`src/rtl/sirt_pkg.sv`:
```
`default_nettype none

package sirt_pkg;

   // Field widths of the channels.
   localparam int VALUE_W    = 32;
   localparam int CHAR_W     = 8;
   localparam int WORD_W     = 64;
   localparam int NUM_WORDS  = 8;
   localparam int CSR_ADDR_W = 3;

   // Glyph table geometry.
   localparam int MAX_GLYPHS  = 64;
   localparam int GLYPH_IDX_W = 6;
   localparam int RADIX_W     = 7;
   localparam int SEEN_IDX_W  = 7;
   localparam int SEEN_W      = 128;

   // Digit storage and counting.
   localparam int DIGIT_W     = 6;
   localparam int DIGIT_SLOTS = 32;
   localparam int COUNT_W     = 6;

   // The divider consumes the dividend one byte per cycle.
   localparam int CHUNK_W     = 8;
   localparam int CHUNKS      = VALUE_W / CHUNK_W;
   localparam int CHUNK_CNT_W = 3;

   // Character codes.
   localparam logic [CHAR_W-1:0] GLYPH_LO   = 8'd33;
   localparam logic [CHAR_W-1:0] GLYPH_HI   = 8'd126;
   localparam logic [CHAR_W-1:0] CHAR_PLUS  = 8'h2B;
   localparam logic [CHAR_W-1:0] CHAR_MINUS = 8'h2D;
   localparam logic [CHAR_W-1:0] CHAR_NONE  = 8'h00;

   // Status of the glyph table as seen by the sequencer.
   typedef struct packed {
      logic               busy;
      logic               ok;
      logic [RADIX_W-1:0] radix;
   } tab_status_type;

   // Control of the digit stack.
   typedef struct packed {
      logic push;
      logic pop;
   } stk_ctl_type;

   // Status of the serial divider.
   typedef struct packed {
      logic busy;
      logic done;
   } div_status_type;

endpackage

`default_nettype wire

```
`src/rtl/sirt_if.sv`:
```
`default_nettype none

// Input channel: one signed value per word.
interface sirt_req_if;
   import sirt_pkg::*;
   logic                      valid;
   logic                      ready;
   logic signed [VALUE_W-1:0] value;
   modport source (output valid, output value, input ready);
   modport sink (input valid, input value, output ready);
endinterface

// Result channel: one character per word.
interface sirt_rsp_if;
   import sirt_pkg::*;
   logic              valid;
   logic              ready;
   logic [CHAR_W-1:0] char_out;
   logic              is_last;
   logic              bad_base;
   modport source (output valid, output char_out, output is_last, output bad_base,
                   input ready);
   modport sink (input valid, input char_out, input is_last, input bad_base,
                 output ready);
endinterface

// Register write channel.
interface sirt_csr_if;
   import sirt_pkg::*;
   logic                  valid;
   logic                  ready;
   logic [CSR_ADDR_W-1:0] addr;
   logic [WORD_W-1:0]     data;
   modport source (output valid, output addr, output data, input ready);
   modport sink (input valid, input addr, input data, output ready);
endinterface

`default_nettype wire

```
`src/rtl/sirt_glyph_tab.sv`:
```
`default_nettype none

module sirt_glyph_tab (
   input  wire logic                            clock,
   input  wire logic                            reset,
   sirt_csr_if.sink                             csr,
   input  wire logic [sirt_pkg::DIGIT_W-1:0]    lookup_digit,
   output logic      [sirt_pkg::CHAR_W-1:0]     lookup_glyph,
   output sirt_pkg::tab_status_type             status
);
   import sirt_pkg::*;

   logic [NUM_WORDS-1:0][WORD_W-1:0]      glyph_ff, glyph_in;
   logic [MAX_GLYPHS-1:0][CHAR_W-1:0]     glyph_bytes;
   logic                                  busy_ff, busy_in;
   logic                                  ok_ff, ok_in;
   logic [RADIX_W-1:0]                    idx_ff, idx_in;
   logic [RADIX_W-1:0]                    radix_ff, radix_in;
   logic [SEEN_W-1:0]                     seen_ff, seen_in;
   logic [CHAR_W-1:0]                     scan_glyph;
   logic                                  glyph_bad;

   assign glyph_bytes  = glyph_ff;
   assign lookup_glyph = glyph_bytes[lookup_digit];
   assign csr.ready    = 1'b1;
   assign status       = '{busy: busy_ff, ok: ok_ff, radix: radix_ff};

   // The glyph under the scan pointer, and whether it spoils the table.
   assign scan_glyph = glyph_bytes[idx_ff[GLYPH_IDX_W-1:0]];
   assign glyph_bad  = (scan_glyph < GLYPH_LO) || (scan_glyph > GLYPH_HI) ||
                       (scan_glyph == CHAR_PLUS) || (scan_glyph == CHAR_MINUS) ||
                       seen_ff[scan_glyph[SEEN_IDX_W-1:0]];

   // A register write restarts the scan; the scan then checks one glyph a cycle,
   // marking each glyph it has seen so that a repeat is caught.
   always_comb begin
      glyph_in = glyph_ff;
      busy_in  = busy_ff;
      ok_in    = ok_ff;
      idx_in   = idx_ff;
      radix_in = radix_ff;
      seen_in  = seen_ff;
      if (csr.valid) begin
         glyph_in[csr.addr] = csr.data;
         busy_in            = 1'b1;
         ok_in              = 1'b0;
         idx_in             = '0;
         seen_in            = '0;
      end else if (busy_ff) begin
         if (scan_glyph == CHAR_NONE) begin
            busy_in  = 1'b0;
            ok_in    = (idx_ff >= RADIX_W'(2));
            radix_in = idx_ff;
         end else if (glyph_bad) begin
            busy_in = 1'b0;
            ok_in   = 1'b0;
         end else begin
            seen_in[scan_glyph[SEEN_IDX_W-1:0]] = 1'b1;
            if (idx_ff == RADIX_W'(MAX_GLYPHS - 1)) begin
               busy_in  = 1'b0;
               ok_in    = 1'b1;
               radix_in = RADIX_W'(MAX_GLYPHS);
            end else begin
               idx_in = idx_ff + RADIX_W'(1);
            end
         end
      end
   end

   always_ff @(posedge clock) begin
      if (reset) begin
         glyph_ff <= '0;
         busy_ff  <= 1'b0;
         ok_ff    <= 1'b0;
      end else begin
         glyph_ff <= glyph_in;
         busy_ff  <= busy_in;
         ok_ff    <= ok_in;
      end
      idx_ff   <= idx_in;
      radix_ff <= radix_in;
      seen_ff  <= seen_in;
   end

endmodule

`default_nettype wire

```
`src/rtl/sirt_div.sv`:
```
`default_nettype none

module sirt_div (
   input  wire logic                            clock,
   input  wire logic                            reset,
   input  wire logic                            start,
   input  wire logic [sirt_pkg::VALUE_W-1:0]    dividend,
   input  wire logic [sirt_pkg::RADIX_W-1:0]    radix,
   output logic      [sirt_pkg::VALUE_W-1:0]    quotient,
   output logic      [sirt_pkg::DIGIT_W-1:0]    remainder,
   output sirt_pkg::div_status_type             status
);
   import sirt_pkg::*;

   logic [VALUE_W-1:0]     quo_ff, quo_in;
   logic [DIGIT_W-1:0]     rem_ff, rem_in;
   logic [CHUNK_CNT_W-1:0] cnt_ff, cnt_in;
   logic                   busy_ff, busy_in;
   logic                   done_ff, done_in;
   logic [CHUNK_CNT_W-1:0] lead;
   logic [VALUE_W-1:0]     aligned;
   logic [CHUNK_W-1:0]     in_byte;
   logic [CHUNK_W-1:0]     q_bits;
   logic [DIGIT_W-1:0]     step_rem;

   assign quotient  = quo_ff;
   assign remainder = rem_ff;
   assign status    = '{busy: busy_ff, done: done_ff};

   // Skip leading zero bytes: count the bytes up to the highest non-zero one
   // and move that byte to the top of the shift register.
   always_comb begin
      lead = CHUNK_CNT_W'(1);
      for (int k = 0; k < CHUNKS; k++) begin
         if (dividend[k*CHUNK_W +: CHUNK_W] != '0) begin
            lead = CHUNK_CNT_W'(k + 1);
         end
      end
      aligned = dividend << (CHUNK_W * (CHUNKS - int'(lead)));
   end

   // Eight restoring steps on the byte at the top of the register.
   assign in_byte = quo_ff[VALUE_W-1 -: CHUNK_W];

   always_comb begin
      logic [DIGIT_W:0] trial;
      step_rem = rem_ff;
      q_bits   = '0;
      for (int i = CHUNK_W - 1; i >= 0; i--) begin
         trial = {step_rem, in_byte[i]};
         if (trial >= radix) begin
            step_rem  = DIGIT_W'(trial - radix);
            q_bits[i] = 1'b1;
         end else begin
            step_rem  = trial[DIGIT_W-1:0];
         end
      end
   end

   // Quotient bytes shift in at the bottom as dividend bytes leave the top.
   always_comb begin
      quo_in  = quo_ff;
      rem_in  = rem_ff;
      cnt_in  = cnt_ff;
      busy_in = busy_ff;
      done_in = 1'b0;
      if (start) begin
         quo_in  = aligned;
         rem_in  = '0;
         cnt_in  = lead;
         busy_in = 1'b1;
      end else if (busy_ff) begin
         quo_in = {quo_ff[VALUE_W-CHUNK_W-1:0], q_bits};
         rem_in = step_rem;
         cnt_in = cnt_ff - CHUNK_CNT_W'(1);
         if (cnt_ff == CHUNK_CNT_W'(1)) begin
            busy_in = 1'b0;
            done_in = 1'b1;
         end
      end
   end

   always_ff @(posedge clock) begin
      if (reset) begin
         busy_ff <= 1'b0;
         done_ff <= 1'b0;
      end else begin
         busy_ff <= busy_in;
         done_ff <= done_in;
      end
      quo_ff <= quo_in;
      rem_ff <= rem_in;
      cnt_ff <= cnt_in;
   end

endmodule

`default_nettype wire

```
`src/rtl/sirt_stack.sv`:
```
`default_nettype none

module sirt_stack (
   input  wire logic                            clock,
   input  wire sirt_pkg::stk_ctl_type           ctl,
   input  wire logic [sirt_pkg::DIGIT_W-1:0]    push_digit,
   output logic      [sirt_pkg::DIGIT_W-1:0]    top_digit
);
   import sirt_pkg::*;

   logic [DIGIT_SLOTS-1:0][DIGIT_W-1:0] stk_ff, stk_in;

   assign top_digit = stk_ff[0];

   // Digits arrive least significant first and leave most significant first,
   // so the store is a shift register that moves one way on a push and the
   // other on a pop.
   always_comb begin
      stk_in = stk_ff;
      if (ctl.push) begin
         stk_in = {stk_ff[DIGIT_SLOTS-2:0], push_digit};
      end else if (ctl.pop) begin
         stk_in = {DIGIT_W'(0), stk_ff[DIGIT_SLOTS-1:1]};
      end
   end

   always_ff @(posedge clock) begin
      stk_ff <= stk_in;
   end

endmodule

`default_nettype wire

```
`src/rtl/signed_integer_to_radix_text.sv`:
```
// Converts a signed 32-bit value to text in the radix set by a glyph table.
// The table is written as eight 64-bit words on the csr_ channel, glyph 0 in
// the low byte of word 0; the radix is the count of glyphs before the first
// zero byte. After each write the table is scanned at one glyph per cycle, and
// no value is taken on req_ until the scan is done. Each value on req_ gives a
// run of words on rsp_: a minus sign for a negative value, then the digit
// glyphs most significant first, is_last on the final one. A table that is too
// short, holds an unprintable, plus, minus or repeated glyph gives one word
// with bad_base set and char_out zero. Digits come from a divider that takes
// one byte of the quotient per cycle, skipping leading zero bytes; the
// characters then go out one per cycle while rsp_ takes them. A stalled rsp_
// holds its word; the division carries on, but no further character is sent
// and no value is taken on req_ until that word is taken. Reset clears the
// table to zero, which is an invalid table.
`default_nettype none

module signed_integer_to_radix_text (
   input  wire logic clock,
   input  wire logic reset,
   sirt_req_if.sink  req_ch,
   sirt_rsp_if.source rsp_ch,
   sirt_csr_if.sink  csr_ch
);
   import sirt_pkg::*;

   localparam logic [1:0] S_IDLE = 2'd0;
   localparam logic [1:0] S_DIV  = 2'd1;
   localparam logic [1:0] S_EMIT = 2'd2;

   logic [1:0]          state_ff, state_in;
   logic [COUNT_W-1:0]  count_ff, count_in;
   logic                rsp_valid_ff, rsp_valid_in;
   logic [CHAR_W-1:0]   char_ff, char_in;
   logic                last_ff, last_in;
   logic                bad_ff, bad_in;

   tab_status_type      tab;
   div_status_type      div_st;
   stk_ctl_type         stk_ctl;
   logic                div_start;
   logic [VALUE_W-1:0]  div_dividend;
   logic [VALUE_W-1:0]  div_quotient;
   logic [DIGIT_W-1:0]  div_remainder;
   logic [DIGIT_W-1:0]  top_digit;
   logic [CHAR_W-1:0]   top_glyph;
   logic [VALUE_W-1:0]  mag;
   logic                rsp_free;
   logic                accept;

   sirt_glyph_tab u_tab (
      .clock        (clock),
      .reset        (reset),
      .csr          (csr_ch),
      .lookup_digit (top_digit),
      .lookup_glyph (top_glyph),
      .status       (tab)
   );

   sirt_div u_div (
      .clock     (clock),
      .reset     (reset),
      .start     (div_start),
      .dividend  (div_dividend),
      .radix     (tab.radix),
      .quotient  (div_quotient),
      .remainder (div_remainder),
      .status    (div_st)
   );

   sirt_stack u_stack (
      .clock      (clock),
      .ctl        (stk_ctl),
      .push_digit (div_remainder),
      .top_digit  (top_digit)
   );

   // Handshakes.
   assign rsp_free     = !rsp_valid_ff || rsp_ch.ready;
   assign req_ch.ready = (state_ff == S_IDLE) && !tab.busy && rsp_free;
   assign accept       = req_ch.valid && req_ch.ready;

   assign rsp_ch.valid    = rsp_valid_ff;
   assign rsp_ch.char_out = char_ff;
   assign rsp_ch.is_last  = last_ff;
   assign rsp_ch.bad_base = bad_ff;

   // Magnitude as unsigned, so the most negative value gives 2^31.
   assign mag = req_ch.value[VALUE_W-1] ? (VALUE_W'(0) - $unsigned(req_ch.value))
                                        : $unsigned(req_ch.value);
   assign div_dividend = (state_ff == S_IDLE) ? mag : div_quotient;

   // Sequencer: answer a bad table at once; else divide until the quotient is zero, then pop the digits out.
   always_comb begin
      state_in     = state_ff;
      count_in     = count_ff;
      rsp_valid_in = rsp_valid_ff && !rsp_ch.ready;
      char_in      = char_ff;
      last_in      = last_ff;
      bad_in       = bad_ff;
      div_start    = 1'b0;
      stk_ctl      = '{push: 1'b0, pop: 1'b0};
      case (state_ff)
         S_IDLE: begin
            if (accept) begin
               if (!tab.ok) begin
                  rsp_valid_in = 1'b1;
                  char_in      = CHAR_NONE;
                  last_in      = 1'b1;
                  bad_in       = 1'b1;
               end else begin
                  if (req_ch.value[VALUE_W-1]) begin
                     rsp_valid_in = 1'b1;
                     char_in      = CHAR_MINUS;
                     last_in      = 1'b0;
                     bad_in       = 1'b0;
                  end
                  div_start = 1'b1;
                  count_in  = '0;
                  state_in  = S_DIV;
               end
            end
         end
         S_DIV: begin
            if (div_st.done) begin
               stk_ctl.push = 1'b1;
               count_in     = count_ff + COUNT_W'(1);
               if (div_quotient == '0) begin
                  state_in = S_EMIT;
               end else begin
                  div_start = 1'b1;
               end
            end
         end
         S_EMIT: begin
            if (rsp_free) begin
               stk_ctl.pop  = 1'b1;
               rsp_valid_in = 1'b1;
               char_in      = top_glyph;
               last_in      = (count_ff == COUNT_W'(1));
               bad_in       = 1'b0;
               count_in     = count_ff - COUNT_W'(1);
               if (count_ff == COUNT_W'(1)) begin
                  state_in = S_IDLE;
               end
            end
         end
         default: begin
            state_in = S_IDLE;
         end
      endcase
   end

   always_ff @(posedge clock) begin
      if (reset) begin
         state_ff     <= S_IDLE;
         count_ff     <= '0;
         rsp_valid_ff <= 1'b0;
      end else begin
         state_ff     <= state_in;
         count_ff     <= count_in;
         rsp_valid_ff <= rsp_valid_in;
      end
      char_ff <= char_in;
      last_ff <= last_in;
      bad_ff  <= bad_in;
   end

endmodule

`default_nettype wire

```
`src/flat_wrapper.sv`:
```
// flat-port wrapper written by rule: the top's interface ports become plain ports
module signed_integer_to_radix_text_flat import sirt_pkg::*;
  (clock, reset, req_ch_valid, req_ch_value, req_ch_ready, rsp_ch_valid, rsp_ch_char_out, rsp_ch_is_last, rsp_ch_bad_base, rsp_ch_ready, csr_ch_valid, csr_ch_addr, csr_ch_data, csr_ch_ready);
  sirt_req_if req_ch_i ();
  sirt_rsp_if rsp_ch_i ();
  sirt_csr_if csr_ch_i ();
  input  wire logic clock;
  input  wire logic reset;
  input wire logic [$bits(req_ch_i.valid)-1:0] req_ch_valid;
  input wire logic [$bits(req_ch_i.value)-1:0] req_ch_value;
  output wire logic [$bits(req_ch_i.ready)-1:0] req_ch_ready;
  output wire logic [$bits(rsp_ch_i.valid)-1:0] rsp_ch_valid;
  output wire logic [$bits(rsp_ch_i.char_out)-1:0] rsp_ch_char_out;
  output wire logic [$bits(rsp_ch_i.is_last)-1:0] rsp_ch_is_last;
  output wire logic [$bits(rsp_ch_i.bad_base)-1:0] rsp_ch_bad_base;
  input wire logic [$bits(rsp_ch_i.ready)-1:0] rsp_ch_ready;
  input wire logic [$bits(csr_ch_i.valid)-1:0] csr_ch_valid;
  input wire logic [$bits(csr_ch_i.addr)-1:0] csr_ch_addr;
  input wire logic [$bits(csr_ch_i.data)-1:0] csr_ch_data;
  output wire logic [$bits(csr_ch_i.ready)-1:0] csr_ch_ready;
  assign req_ch_i.valid = req_ch_valid;
  assign req_ch_i.value = req_ch_value;
  assign req_ch_ready = req_ch_i.ready;
  assign rsp_ch_valid = rsp_ch_i.valid;
  assign rsp_ch_char_out = rsp_ch_i.char_out;
  assign rsp_ch_is_last = rsp_ch_i.is_last;
  assign rsp_ch_bad_base = rsp_ch_i.bad_base;
  assign rsp_ch_i.ready = rsp_ch_ready;
  assign csr_ch_i.valid = csr_ch_valid;
  assign csr_ch_i.addr = csr_ch_addr;
  assign csr_ch_i.data = csr_ch_data;
  assign csr_ch_ready = csr_ch_i.ready;
  signed_integer_to_radix_text u_core (.clock(clock), .reset(reset), .req_ch(req_ch_i), .rsp_ch(rsp_ch_i), .csr_ch(csr_ch_i));
endmodule
```
`config.mk`:
```
export PLATFORM = sky130hd
export DESIGN_NAME = signed_integer_to_radix_text_flat
export DESIGN_NICKNAME = d
export VERILOG_FILES = /design/src/rtl/sirt_pkg.sv /design/src/rtl/sirt_if.sv /design/src/rtl/sirt_glyph_tab.sv /design/src/rtl/sirt_div.sv /design/src/rtl/sirt_stack.sv /design/src/rtl/signed_integer_to_radix_text.sv /design/src/flat_wrapper.sv
export SDC_FILE = /design/constraint.sdc
export NUM_CORES = 2
export LEC_CHECK = 0
export ABC_AREA = 1
export BUFFER_PORTS_ARGS = -buffer_cell sky130_fd_sc_hd__buf_2
export CAP_MARGIN = 40
export CORE_MARGIN = 2
export CORE_UTILIZATION = 43
export CTS_CLUSTER_DIAMETER = 60
export DETAILED_ROUTE_END_ITERATION = 12
export SETUP_SLACK_MARGIN = 0.05
export SYNTH_ARGS = -nofsm -noshare
export SYNTH_HDL_FRONTEND = slang
export SYNTH_HIERARCHICAL = 1
export SYNTH_SLANG_ARGS = --single-unit
```
`constraint.sdc`:
```
create_clock -name clock -period 27.3 [get_ports clock]
set_input_delay 8.19 -clock clock [delete_from_list [all_inputs] [get_ports clock]]
set_output_delay 8.19 -clock clock [all_outputs]
set_load 0.02 [all_outputs]
```
==> metrics.md <==
| Metric | Value |
|---|---|
| Drt pass-1 iters | `6` |
| GP Congestion | `0.880` |
| Area Growth Syn to Fin | `8.97%` |
| Final period util | `62.2%` |
| Final Non-Filler Cells | `8512` |
| DIE AREA | `0.116 sq mm` |
| Cts bufs inserted | `105` |
| Post-CTS sizing | `0` |
| Port Buffers | `115` |
| CP Max Fanout | `5` |
| Arr. time, crit path | `8.80 ns` |
| Die Ht | `341 um` |
| CP Data Required Time | `19.11 ns` |
| DPL Wire Length | `98900 um` |
| CTS Hold Bufs | `0` |
| Hold crit path type | `reg2reg` |
| Max Buffers Root-to-Sink | `3` |
| Synthesized area per cell | `6.87 sq um` |
| Layout cells sized above 1 | `7.61%` |
| CTS tree | `built` |
| # Post-CTS Setup Buffers | `0` |
| Nets | `7100` |
| Hold Worst Slack | `0.424 ns` |
| # clock sinks | `878` |
| GRT overflow | `0` |
| Initial antenna violation count | `18` |
| Inst Count DP | `8313` |
| RSZ-0062 raised after global routing | `no` |
| Post-DR wirelength/cell | `19.2 um` |
| Fmax | `58.9 MHz` |
| Post-Route Setup TNS | `0 ns` |
| Syn. warnings | `6` |
| Vias | `47200` |
| Largest net degree at the start of global routing | `175` |
| Starting DRT DRC Count | `5038` |
| Reg clk slew, reported paths | `0.06 ns` |
| CP endpoint kind | `output pin` |
| Crit path time final | `16.99 ns` |
| Worst setup SP type | `primary input` |
| Core Box Area | `0.113 sq mm` |
| Relative slew slack | `40.9%` |
| Total Routing Usage GR | `27.1%` |
| Clock latency on the worst-skew pair | `0.72 ns` |
| Syn Std Cell Area | `0.0489 sq mm` |
| Vias in the first global route | `43000` |
| Routed WL | `163000 um` |
| Final setup viols | `0` |
| Rows | `123` |
| Hold Fails Final Rpt | `0` |
| Setup CP Type | `in2out` |
| Least-Margin Pin Slew | `0.885 ns` |
| Die width | `341 um` |
| Initial Utilization | `43.4%` |
| Max-cap violations | `0` |
| Syn nets | `7300` |
| Fin. max-slew vios | `0` |
| Status | `finished clean` |
| DRC Markers | `0` |
| Detail Route Antenna Nets | `0` |
| H-tree depth | `3` |
| Routed vias/inst | `5.55` |
| Mapped Cells | `7120` |
| Flop-to-flop setup slack | `15.09 ns` |
| First-pass GRT wire length | `250000 um` |
| Final Skew | `0.0395 ns` |
| I/O pin count | `117` |
| Root buf cell | `clkbuf_16` |
==> metal layers <==
| metal | GRT usage (%) | vias up | share of wire [%] |
|---|---|---|---|
| li1 | - | 23000 | - |
| met1 | 36.8 | 22000 | 43 |
| met2 | 43.1 | 1859 | 45 |
| met3 | 3.94 | 366 | 7.9 |
| met4 | 11.2 | 16 | 4.0 |
| met5 | 0 | - | 0.066 |
==> state kept, by name, summed over array words and instances, names as in the netlist, 2 cells and up <==
name and cells:
u_core/u_tab/idx_ff 7, u_core/u_stack/stk_ff 186, u_core/u_div/cnt_ff 3, u_core/count_ff 6, u_core/u_stack/top_digit 6, u_core/state_ff 2, u_core/u_tab/radix_ff 7, u_core/u_div/remainder 6
u_core/u_tab/glyph_bytes 512, u_core/u_div/quotient 32, u_core/u_tab/seen_ff 96, u_core/rsp_ch.char_out 8
==> worst paths after layout <==
kind                                                from                                     end  depth (start not counted)
setup reg to reg  u_core/u_tab/radix_ff[1]$_SDFFCE_PP0P_  u_core/u_div/remainder[3]$_SDFFE_PP0P_                         68
hold reg to reg    u_core/u_tab/seen_ff[45]$_SDFFE_PP0P_   u_core/u_tab/seen_ff[45]$_SDFFE_PP0P_                          2
hold / removal     u_core/u_tab/seen_ff[45]$_SDFFE_PP0P_   u_core/u_tab/seen_ff[45]$_SDFFE_PP0P_                          2
setup / recovery                            rsp_ch_ready                            req_ch_ready                          6
==> critical path, stage by stage <==
cell and delay, ns:
buf_2 0.08, inv_1 0.03, nand2_1 0.06, inv_1 0.09, nor3_1 0.15, buf_2 0.20
==> cells in the final DEF (no fill, tap or decap), types with 21 or more instances in the layout <==
cell          n
nand2_1    1596
nor2_1     1141
o21ai_0    1006
dfxtp_1     631
a21oi_1     593
inv_1       511
nand3_1     252
edfxtp_1    244
buf_2       115
clkbuf_16   107
o21ai_1      92
buf_4        70
ha_1         68
o22ai_1      51
nand2_2      39
o211ai_1     36
a21oi_2      34
a221oi_1     33
nand4_1      27
clkinv_2     26
xor2_1       26
clkbuf_1     21
inv_2        21
==> metrics by stage <==
step	util (%)	instance area, sq um	setup slack, ns
after floorplan	-	48900	10.30
after global placement	43.9	49400	10.20
after detailed placement	44.3	49900	10.31
after CTS	47.3	53200	10.31
after global routing	47.3	53200	10.22
final	47.3	53300	10.31
==> layout make-up <==
cell class / instances / area [sq um]
fill: 11400 / 59400
multi-input combinational: 5183 / 24300
sequential: 878 / 20000
clock buffer: 139 / 2890
inverter: 548 / 2100
tap: 1500 / 1880
timing repair buffer: 204 / 1570
clock inverter: 49 / 484
antenna: 11 / 27.5
Power is left out: the tool's default activity adds up to more than one toggle a clock period on the data nets, which glitch-free logic cannot reach.
